### config.mk
export PLATFORM = sky130hd
export DESIGN_NAME = serial_terminal_key_decoder_core
export DESIGN_NICKNAME = d
export VERILOG_FILES = /design/src/stkd_pkg.sv /design/src/stkd_ram.sv /design/src/stkd_cmdq.sv /design/src/stkd_front.sv /design/src/stkd_back.sv /design/src/serial_terminal_key_decoder_core.sv
export SDC_FILE = /design/constraint.sdc
export NUM_CORES = 2
export LEC_CHECK = 0
export ABC_AREA = 1
export BUFFER_PORTS_ARGS = -buffer_cell sky130_fd_sc_hd__buf_2
export CAP_MARGIN = 20
export CORE_ASPECT_RATIO = 0.75
export CORE_MARGIN = 10
export CORE_UTILIZATION = 45
export DETAILED_ROUTE_END_ITERATION = 12
export PLACE_DENSITY = 0.61
export SYNTH_ARGS = -nofsm -noshare
export SYNTH_HDL_FRONTEND = slang
export SYNTH_HIERARCHICAL = 1
export SYNTH_SLANG_ARGS = --single-unit
### constraint.sdc
create_clock -name clk -period 7.6 [get_ports clk]
set_clock_uncertainty 0.05 [all_clocks]
set_input_delay 1.14 -clock clk [delete_from_list [all_inputs] [get_ports clk]]
set_output_delay 1.14 -clock clk [all_outputs]
set_load 0.005 [all_outputs]
### src/stkd_pkg.sv
// Package for the serial terminal key decoder.
// Holds the front-to-back command word, character codes and key codes.
// No dependencies.
package stkd_pkg;

	// Character codes seen by the parser
	localparam logic [7:0] ASC_ESC   = 8'h1B;
	localparam logic [7:0] ASC_BS    = 8'h08;
	localparam logic [7:0] ASC_TAB   = 8'h09;
	localparam logic [7:0] ASC_LF    = 8'h0A;
	localparam logic [7:0] ASC_CR    = 8'h0D;
	localparam logic [7:0] ASC_SPACE = 8'h20;
	localparam logic [7:0] ASC_LBRK  = 8'h5B;
	localparam logic [7:0] ASC_SS3   = 8'h4F;
	localparam logic [7:0] ASC_LC_A  = 8'h61;
	localparam logic [7:0] ASC_LC_Z  = 8'h7A;
	localparam logic [7:0] ASC_UP    = 8'h41;
	localparam logic [7:0] ASC_DOWN  = 8'h42;
	localparam logic [7:0] ASC_RIGHT = 8'h43;
	localparam logic [7:0] ASC_LEFT  = 8'h44;
	localparam logic [7:0] ASC_TILDE = 8'h7E;
	localparam logic [7:0] ASC_FINAL_LO = 8'h40;
	localparam logic [7:0] ASC_DIG_1 = 8'h31;
	localparam logic [7:0] ASC_DIG_2 = 8'h32;
	localparam logic [7:0] ASC_DIG_3 = 8'h33;
	localparam logic [7:0] ASC_DIG_4 = 8'h34;
	localparam logic [7:0] ASC_DIG_5 = 8'h35;
	localparam logic [7:0] ASC_DIG_6 = 8'h36;
	localparam logic [7:0] ASC_DIG_7 = 8'h37;
	localparam logic [7:0] ASC_DIG_8 = 8'h38;
	localparam logic [7:0] CTRL_LAST = 8'd26;
	localparam logic [7:0] CTRL_TO_LC = 8'h60;

	// Key codes
	localparam logic [7:0] KEY_NONE  = 8'h00;
	localparam logic [7:0] KEY_UP    = 8'h10;
	localparam logic [7:0] KEY_DOWN  = 8'h11;
	localparam logic [7:0] KEY_RIGHT = 8'h12;
	localparam logic [7:0] KEY_LEFT  = 8'h13;
	localparam logic [7:0] KEY_INS   = 8'h14;
	localparam logic [7:0] KEY_DEL   = 8'h7F;
	localparam logic [7:0] KEY_PGUP  = 8'h15;
	localparam logic [7:0] KEY_PGDN  = 8'h16;
	localparam logic [7:0] KEY_HOME  = 8'h17;
	localparam logic [7:0] KEY_END   = 8'h18;

	// Operation codes of an input word
	localparam logic OP_DECODE = 1'b0;
	localparam logic OP_POP    = 1'b1;

	// Command queue between parser and executor
	localparam int CMDQ_DEPTH = 2;
	localparam int CMDQ_PTR_W = 1;

	typedef struct packed {
		logic       pop;
		logic       rec;
		logic [7:0] rec_code;
		logic       push;
		logic [7:0] push_code;
		logic       ctrl;
	} stkd_cmd_t;

endpackage

### src/stkd_ram.sv
// Generic single-write, single-read RAM with registered read data.
// No dependencies.
module stkd_ram #(
	parameter int WIDTH = 8,
	parameter int DEPTH = 256
) (
	input  logic                     clk,
	input  logic                     we,
	input  logic [$clog2(DEPTH)-1:0] waddr,
	input  logic [WIDTH-1:0]         wdata,
	input  logic                     re,
	input  logic [$clog2(DEPTH)-1:0] raddr,
	output logic [WIDTH-1:0]         rdata
);

	logic [WIDTH-1:0] mem_q [DEPTH];

	always_ff @(posedge clk) begin
		if (we) begin
			mem_q[waddr] <= wdata;
		end
		if (re) begin
			rdata <= mem_q[raddr];
		end
	end

endmodule

### src/stkd_cmdq.sv
// Two-entry command queue between the parser and the executor.
// Depends on stkd_pkg for the command word.
module stkd_cmdq
	import stkd_pkg::*;
(
	input  logic      clk,
	input  logic      arst_n,
	input  logic      wr_en,
	input  stkd_cmd_t wr_cmd,
	output logic      full,
	output logic      rd_valid,
	output stkd_cmd_t rd_cmd,
	input  logic      rd_en
);

	localparam int CNT_W = $clog2(CMDQ_DEPTH + 1);

	stkd_cmd_t             slot_q [CMDQ_DEPTH];
	logic [CMDQ_PTR_W-1:0] wptr_q;
	logic [CMDQ_PTR_W-1:0] rptr_q;
	logic [CNT_W-1:0]      cnt_q;

	assign full     = (cnt_q == CNT_W'(CMDQ_DEPTH));
	assign rd_valid = (cnt_q != '0);
	assign rd_cmd   = slot_q[rptr_q];

	always_ff @(posedge clk or negedge arst_n) begin
		if (!arst_n) begin
			wptr_q <= '0;
			rptr_q <= '0;
			cnt_q  <= '0;
		end else begin
			if (wr_en) begin
				wptr_q <= wptr_q + 1'b1;
			end
			if (rd_en) begin
				rptr_q <= rptr_q + 1'b1;
			end
			if (wr_en && !rd_en) begin
				cnt_q <= cnt_q + 1'b1;
			end else if (rd_en && !wr_en) begin
				cnt_q <= cnt_q - 1'b1;
			end
		end
	end

	always_ff @(posedge clk) begin
		if (wr_en) begin
			slot_q[wptr_q] <= wr_cmd;
		end
	end

endmodule

### src/stkd_front.sv
// Parser front end: accepts words, tracks escape sequences and the ctrl flag,
// and turns each word into one command. Depends on stkd_pkg.
module stkd_front
	import stkd_pkg::*;
#(
	parameter int ESCAPE_MAX = 16
) (
	input  logic       clk,
	input  logic       arst_n,
	input  logic       accept,
	input  logic       operation,
	input  logic [7:0] rx_byte,
	output stkd_cmd_t  cmd
);

	localparam int LEN_W = $clog2(ESCAPE_MAX + 1);

	typedef enum logic [1:0] {
		M_NORMAL,
		M_ESC,
		M_CSI,
		M_SS3
	} mode_t;

	mode_t            mode_q, mode_d;
	logic [7:0]       first_q, first_d;
	logic [7:0]       second_q, second_d;
	logic [LEN_W-1:0] len_q, len_d, len_inc;
	logic             ctrl_q, ctrl_d;
	logic             is_ctl, is_ws, is_prn;
	logic [7:0]       key;

	always_comb begin
		cmd      = '0;
		mode_d   = mode_q;
		first_d  = first_q;
		second_d = second_q;
		len_d    = len_q;
		ctrl_d   = ctrl_q;
		key      = KEY_NONE;
		len_inc  = (len_q < LEN_W'(ESCAPE_MAX)) ? len_q + 1'b1 : len_q;
		is_ws    = (rx_byte == ASC_BS) || (rx_byte == ASC_TAB) ||
		           (rx_byte == ASC_LF) || (rx_byte == ASC_CR);
		is_ctl   = (rx_byte != 8'h00) && (rx_byte <= CTRL_LAST) && !is_ws;
		is_prn   = (rx_byte >= ASC_SPACE) && !rx_byte[7];
		if (operation == OP_POP) begin
			cmd.pop = 1'b1;
		end else begin
			unique case (mode_q)
				M_NORMAL: begin
					if (rx_byte == ASC_ESC) begin
						mode_d = M_ESC;
						len_d  = '0;
					end else begin
						if (is_ctl) begin
							ctrl_d = 1'b1;
						end
						cmd.rec       = is_ctl || is_ws || is_prn;
						cmd.rec_code  = rx_byte;
						cmd.push      = 1'b1;
						// lowercase folds to its control code once ctrl is latched
						if (ctrl_d && rx_byte >= ASC_LC_A && rx_byte <= ASC_LC_Z) begin
							cmd.push_code = rx_byte - CTRL_TO_LC;
						end else begin
							cmd.push_code = rx_byte;
						end
					end
				end
				M_ESC: begin
					if (len_q == '0) begin
						first_d = rx_byte;
					end else if (len_q == LEN_W'(1)) begin
						second_d = rx_byte;
					end
					len_d = len_inc;
					if (rx_byte == ASC_LBRK) begin
						mode_d = M_CSI;
					end else if (rx_byte == ASC_SS3) begin
						mode_d = M_SS3;
					end else begin
						mode_d = M_NORMAL;
					end
				end
				M_CSI, M_SS3: begin
					if (len_q == '0) begin
						first_d = rx_byte;
					end else if (len_q == LEN_W'(1)) begin
						second_d = rx_byte;
					end
					len_d = len_inc;
					if ((rx_byte >= ASC_FINAL_LO && rx_byte <= ASC_TILDE) ||
					    len_inc >= LEN_W'(ESCAPE_MAX)) begin
						mode_d = M_NORMAL;
						if (first_d == ASC_LBRK && len_inc >= LEN_W'(2)) begin
							case (rx_byte)
								ASC_UP:    key = KEY_UP;
								ASC_DOWN:  key = KEY_DOWN;
								ASC_RIGHT: key = KEY_RIGHT;
								ASC_LEFT:  key = KEY_LEFT;
								ASC_TILDE: begin
									if (len_inc >= LEN_W'(3)) begin
										unique case (second_d) inside
											ASC_DIG_2:            key = KEY_INS;
											ASC_DIG_3:            key = KEY_DEL;
											ASC_DIG_5:            key = KEY_PGUP;
											ASC_DIG_6:            key = KEY_PGDN;
											ASC_DIG_1, ASC_DIG_7: key = KEY_HOME;
											ASC_DIG_4, ASC_DIG_8: key = KEY_END;
											default:              key = KEY_NONE;
										endcase
									end
								end
								default: key = KEY_NONE;
							endcase
						end
						cmd.rec       = (key != KEY_NONE);
						cmd.push      = (key != KEY_NONE);
						cmd.rec_code  = key;
						cmd.push_code = key;
					end
				end
			endcase
		end
		cmd.ctrl = ctrl_d;
	end

	always_ff @(posedge clk or negedge arst_n) begin
		if (!arst_n) begin
			mode_q <= M_NORMAL;
			len_q  <= '0;
			ctrl_q <= 1'b0;
		end else if (accept) begin
			mode_q <= mode_d;
			len_q  <= len_d;
			ctrl_q <= ctrl_d;
		end
	end

	always_ff @(posedge clk) begin
		if (accept) begin
			first_q  <= first_d;
			second_q <= second_d;
		end
	end

endmodule

### src/stkd_back.sv
// Executor back end: serial key-set scan, output ring push and pop, and the
// result register. Depends on stkd_pkg and stkd_ram.
module stkd_back
	import stkd_pkg::*;
#(
	parameter int RING_DEPTH   = 256,
	parameter int KEY_SET_SIZE = 10
) (
	input  logic                                clk,
	input  logic                                arst_n,
	input  logic                                cmd_valid,
	input  stkd_cmd_t                           cmd,
	output logic                                cmd_take,
	output logic                                res_valid,
	input  logic                                res_stall,
	output logic                                char_valid,
	output logic [7:0]                          char_out,
	output logic [$clog2(KEY_SET_SIZE+1)-1:0]   pressed_count,
	output logic                                ctrl_latched
);

	localparam int CNT_W  = $clog2(KEY_SET_SIZE + 1);
	localparam int KIDX_W = (KEY_SET_SIZE > 1) ? $clog2(KEY_SET_SIZE) : 1;
	localparam int RA_W   = $clog2(RING_DEPTH);

	typedef enum logic [2:0] {
		S_IDLE,
		S_SCAN,
		S_PUSH,
		S_POPRD,
		S_POPWT,
		S_DONE
	} state_t;

	state_t          state_q;
	stkd_cmd_t       cur_q;
	logic [CNT_W-1:0] scan_q;
	logic [CNT_W-1:0] count_q;
	logic [7:0]      key_set_q [KEY_SET_SIZE];
	logic [RA_W-1:0] head_q, tail_q, head_nx, tail_nx;
	logic            pvalid_q;
	logic [7:0]      pchar_q;
	logic            res_valid_q, char_valid_q, ctrl_q;
	logic [7:0]      char_q;
	logic            scan_end, key_hit, key_add, ring_empty;
	logic            ram_we, ram_re;
	logic [7:0]      ram_rdata;

	assign head_nx    = (head_q == RA_W'(RING_DEPTH - 1)) ? '0 : head_q + 1'b1;
	assign tail_nx    = (tail_q == RA_W'(RING_DEPTH - 1)) ? '0 : tail_q + 1'b1;
	assign ring_empty = (head_q == tail_q);
	assign scan_end   = (scan_q == count_q);
	assign key_hit    = !scan_end && (key_set_q[scan_q[KIDX_W-1:0]] == cur_q.rec_code);
	assign key_add    = (state_q == S_SCAN) && scan_end && (count_q < CNT_W'(KEY_SET_SIZE));
	assign cmd_take   = (state_q == S_IDLE) && cmd_valid && !res_valid_q;
	assign ram_we     = (state_q == S_PUSH);
	assign ram_re     = (state_q == S_POPRD) && !ring_empty;

	assign res_valid     = res_valid_q;
	assign char_valid    = char_valid_q;
	assign char_out      = char_q;
	assign pressed_count = count_q;
	assign ctrl_latched  = ctrl_q;

	stkd_ram #(
		.WIDTH (8),
		.DEPTH (RING_DEPTH)
	) u_ring (
		.clk   (clk),
		.we    (ram_we),
		.waddr (head_q),
		.wdata (cur_q.push_code),
		.re    (ram_re),
		.raddr (tail_q),
		.rdata (ram_rdata)
	);

	always_ff @(posedge clk or negedge arst_n) begin
		if (!arst_n) begin
			state_q      <= S_IDLE;
			cur_q        <= '0;
			scan_q       <= '0;
			count_q      <= '0;
			head_q       <= '0;
			tail_q       <= '0;
			pvalid_q     <= 1'b0;
			pchar_q      <= '0;
			res_valid_q  <= 1'b0;
			char_valid_q <= 1'b0;
			char_q       <= '0;
			ctrl_q       <= 1'b0;
		end else begin
			if (res_valid_q && !res_stall) begin
				res_valid_q <= 1'b0;
			end
			unique case (state_q)
				S_IDLE: begin
					if (cmd_take) begin
						cur_q    <= cmd;
						scan_q   <= '0;
						pvalid_q <= 1'b0;
						pchar_q  <= '0;
						if (cmd.rec) begin
							state_q <= S_SCAN;
						end else if (cmd.push) begin
							state_q <= S_PUSH;
						end else if (cmd.pop) begin
							state_q <= S_POPRD;
						end else begin
							state_q <= S_DONE;
						end
					end
				end
				S_SCAN: begin
					if (scan_end || key_hit) begin
						if (key_add) begin
							count_q <= count_q + 1'b1;
						end
						state_q <= cur_q.push ? S_PUSH : S_DONE;
					end else begin
						scan_q <= scan_q + 1'b1;
					end
				end
				S_PUSH: begin
					// a full ring drops its oldest entry
					head_q <= head_nx;
					if (head_nx == tail_q) begin
						tail_q <= tail_nx;
					end
					state_q <= S_DONE;
				end
				S_POPRD: begin
					if (ring_empty) begin
						state_q <= S_DONE;
					end else begin
						tail_q  <= tail_nx;
						state_q <= S_POPWT;
					end
				end
				S_POPWT: begin
					pvalid_q <= 1'b1;
					pchar_q  <= ram_rdata;
					state_q  <= S_DONE;
				end
				S_DONE: begin
					res_valid_q  <= 1'b1;
					char_valid_q <= pvalid_q;
					char_q       <= pchar_q;
					ctrl_q       <= cur_q.ctrl;
					state_q      <= S_IDLE;
				end
				default: state_q <= S_IDLE;
			endcase
		end
	end

	always_ff @(posedge clk) begin
		if (key_add) begin
			key_set_q[count_q[KIDX_W-1:0]] <= cur_q.rec_code;
		end
	end

endmodule

### src/serial_terminal_key_decoder_core.sv
// Serial terminal key decoder: VT100-style escape parsing into a ring of keys.
// Each word is parsed combinationally into the command queue; the executor then takes it and
//   runs the key-set scan, a ring push or a ring read and wait, and the done state into the result register.
// The executor handles one command at a time and takes no new one while a result is stalled;
//   a two-entry command queue lets the parser take words while the executor is busy.
// Reset: arst_n clears parser mode, ctrl flag, key count and ring pointers.
module serial_terminal_key_decoder_core
	import stkd_pkg::*;
#(
	parameter int RING_DEPTH   = 256,
	parameter int KEY_SET_SIZE = 10,
	parameter int ESCAPE_MAX   = 16
) (
	input  logic                              clk,
	input  logic                              arst_n,
	// input channel
	input  logic                              in_valid,
	output logic                              in_stall,
	input  logic                              operation,
	input  logic [7:0]                        rx_byte,
	// result channel
	output logic                              out_valid,
	input  logic                              out_stall,
	output logic                              char_valid,
	output logic [7:0]                        char_out,
	output logic [$clog2(KEY_SET_SIZE+1)-1:0] pressed_count,
	output logic                              ctrl_latched
);

	logic      in_accept;
	logic      q_full;
	logic      q_valid;
	logic      q_take;
	stkd_cmd_t front_cmd;
	stkd_cmd_t q_cmd;

	// hold input words back only while the command queue is full
	assign in_stall  = q_full;
	assign in_accept = in_valid && !q_full;

	// front: classify each word into one command and advance parser state
	stkd_front #(
		.ESCAPE_MAX (ESCAPE_MAX)
	) u_front (
		.clk       (clk),
		.arst_n    (arst_n),
		.accept    (in_accept),
		.operation (operation),
		.rx_byte   (rx_byte),
		.cmd       (front_cmd)
	);

	// queue: decouple the parser from the executor
	stkd_cmdq u_cmdq (
		.clk      (clk),
		.arst_n   (arst_n),
		.wr_en    (in_accept),
		.wr_cmd   (front_cmd),
		.full     (q_full),
		.rd_valid (q_valid),
		.rd_cmd   (q_cmd),
		.rd_en    (q_take)
	);

	// back: scan the key set, push or pop the ring, drive the result word
	stkd_back #(
		.RING_DEPTH   (RING_DEPTH),
		.KEY_SET_SIZE (KEY_SET_SIZE)
	) u_back (
		.clk           (clk),
		.arst_n        (arst_n),
		.cmd_valid     (q_valid),
		.cmd           (q_cmd),
		.cmd_take      (q_take),
		.res_valid     (out_valid),
		.res_stall     (out_stall),
		.char_valid    (char_valid),
		.char_out      (char_out),
		.pressed_count (pressed_count),
		.ctrl_latched  (ctrl_latched)
	);

endmodule
==> results_dict.tcl <==
set metrics [dict create \
    status "completed" \
    cts_num_sinks 2269 \
    endpoint_kind "register" \
    fin_tns_setup_ns 0 \
    netlist.area_leader.share 0.699 \
    worst_ep_required_time_ns 8.16 \
    finalHoldViolCount 0 \
    num_rows 145 \
    yosysSeqAreaShare 0.720 \
    cts_made_buffers 216 \
    cts_root_buf "clkbuf_16" \
    r2r_end "u_back/u_ring/rdata[4]" \
    core_um2 208000 \
    cts_hold_buf 0 \
    fmax_ghz 0.216 \
    drt_iter0_drc 8352 \
    final_cells 10883 \
    r2r_cells 11 \
    antenna_found_initial 9 \
    synth_area_leader_cell "edfxtp_1" \
    final_net_count 7955 \
    hold_path_class "in2async" \
    p_total_mw 38.1 \
    clockBufferDepth 4 \
    slowest_stage "dfrtp_4" \
    startpoint_type "register" \
    grt_pass1_wl_um 382000 \
    overflow 0 \
    cp_cell_sequence "buf_12 > buf_4 > nand3_1 > nand3_1 > nand3_1 > nand3_1 > nand3_1 > nand3_1 > nand2_1 > nand2_1 > nand2_1" \
    cts_resized 0 \
    syn_area_um2 94100 \
    htreeDepth 4 \
    cpPeakStageDelay_ns 1.00 \
    viasPerCell 5.71 \
    avgRoutedWirePerCell_um 23.5 \
    crit_type "reg2reg" \
    grt_pass1_vias 57972 \
    maxSlewHeadroom 0.122 \
    initial_utilization 0.452 \
    antenna_left 0 \
    n_antenna_cell 0 \
    min_period_ns 4.62 \
    clkTransAtPathRegs_ns 0.07 \
    async_flop_share 0.0339 \
    synth_edf_count 2192 \
    crit_top_cell "nand3_1" \
    clock_latency_ns 0.86 \
    path_buf_inv 2 \
    detail_route.first_pass.iterations 8 \
    vdd_drop_max_v 0.000298 \
    area_delta_synth_final_pct 8.91 \
    rr_startpoint "u_back/tail_q[1]" \
    drc 0 \
    drv_cap 0 \
    met1_usage 0.323 \
    grt_util_met2 0.314 \
    post_cts_buffers 0 \
    avgSynthCellArea_um2 11.6 \
    power_density_nw_per_um2 371 \
    die_w_um 548 \
    slew_violations 0 \
    crit_fanout 165 \
    placed_cells 10503 \
    grt_start_max_net_pins 208 \
    regToRegSetupSlack_ns 2.98 \
    finalWirelength_um 256000 \
    cts_tree "yes" \
    setup_viol_count_final 0 \
    gp_congestion 0.863 \
    tightest_slew_ns 1.32 \
    cellLeakagePower_nw 36.0 \
    port_buffers 28 \
    rsz0062_at_grt "false" \
    synth_cell_types 55 \
    critical_path.top_delay_family "simple AND/OR/NAND/NOR gates" \
    ios 29 \
    yosysWarnings 6 \
    die_h_um 416 \
    grtUsageMet3 0.0545 \
    netlist_top_cells_area "edfxtp_1, nand3_1, nand2_1" \
    grtUsageTotal 0.216 \
    cp.arrival_ns 5.18 \
    hpwlAfterDp_um 142000 \
    syn_nets 8147 \
    drive_gt1_frac 0.0609 \
    netlist_instances 8121 \
    ys.flop_type "edfxtp_1" \
    min_period_over_period 0.608 \
    synth-seq-cells 2269 \
    grt-busiest-layer "met1" \
    dieArea_um2 228000 \
    vias 62144 \
]
sequential cells by signal (all words and copies together), names as in the netlist, 18 cells and up:
name and count:
u_back/key_set_q 80, u_back/cur_q 18, u_cmdq/slot_q 40, u_back/u_ring/mem_q 2048
Yosys cell counts (all sizes together), types with 3 or more instances:
library cell / count
nand4: 25
xnor2: 9
xor2: 19
mux2: 20
o22ai: 3
nor3: 20
buf: 403
nor2: 377
inv: 172
ha: 13
edfxtp: 2192
o211ai: 5
nand2: 2432
a31oi: 3
o21ai: 77
clkbuf: 121
a21oi: 20
nor4: 4
nand3: 2111
dfrtp: 77
metal layers:
| metal | share of wire | routed length (um) |
|---|---|---|
| met5 | 0.00031 | 79 |
| met3 | 0.11 | 27400 |
| met4 | 0.024 | 6210 |
| met1 | 0.44 | 112000 |
| met2 | 0.43 | 111000 |
layout by cell type (no fill, tap or decap), types with 17 or more instances in the layout:
cell	n
clkinv_1	50
buf_2	27
a21oi_1	19
buf_12	17
nand2_1	2419
clkinv_2	39
xor2_1	19
nand3_1	2103
o21ai_1	24
clkbuf_1	53
inv_1	156
nor2_1	370
nand4_1	23
o21ai_0	46
mux2_4	19
edfxtp_1	2192
buf_4	69
dfrtp_1	63
clkbuf_16	218
worst max path at each step:
stage	startpoint	slack, ns	endpoint	cells past startpoint
2_1_floorplan	u_back/cur_q[1]	3.56	u_back/u_ring/mem_q[0][0]	0
3_3_place_gp	u_back/tail_q[1]	3.07	u_back/u_ring/rdata[6]	11
3_5_place_dp	u_back/tail_q[1]	3.09	u_back/u_ring/rdata[6]	11
4_1_cts	u_back/tail_q[1]	3.08	u_back/u_ring/rdata[6]	11
5_1_grt	u_back/tail_q[0]	2.85	u_back/u_ring/rdata[3]	12
6_report	u_back/tail_q[1]	2.98	u_back/u_ring/rdata[4]	11
per-stage QoR:
step / worst slack, ns / utilization / area, um^2 / hold slack (ns)
after floorplan: 3.56 / - / 94100 / 0.380
after CTS: 3.08 / 0.493 / 103000 / 0.0979
after global routing: 2.85 / 0.493 / 103000 / 0.114
after detailed placement: 3.09 / 0.461 / 96000 / 0.427
final: 2.98 / 0.493 / 103000 / 0.144
after global placement: 3.07 / 0.461 / 96000 / 0.406
power by group:
group | leakage [nW] | internal [mW] | switching [mW] | total [mW]
logic | 11.9 | 2.83 | 8.67 | 11.5
registers | 20.9 | 15.6 | 0.755 | 16.3
clock network | 3.20 | 5.67 | 4.58 | 10.2
total | 36.0 | 24.1 | 14.0 | 38.1
cell families (layout without fill, tap and decap cells):
family | count (synthesis) | after routing | share of synthesized area
flops | 2269 | 2269 | 0.720
mux | 20 | 20 | 0.00315
simple gates | 4975 | 4975 | 0.230
xor+xnor | 28 | 28 | 0.00260
fa+ha+maj | 13 | 13 | 0.00173
buf+inv | 698 | 667 | 0.0359
compound gates | 118 | 118 | 0.00716
layout make-up:
class                           count  area [um^2]
Tap cell                         2793         3490
Clock inverter                    105          796
Timing Repair Buffer              114         1020
Inverter                          174          689
Clock buffer                      274         5700
Fill cell                       18167       106000
Sequential cell                  2269        67800
Multi-Input combinational cell   5154        23000
Power figures use the tool's default switching activity.
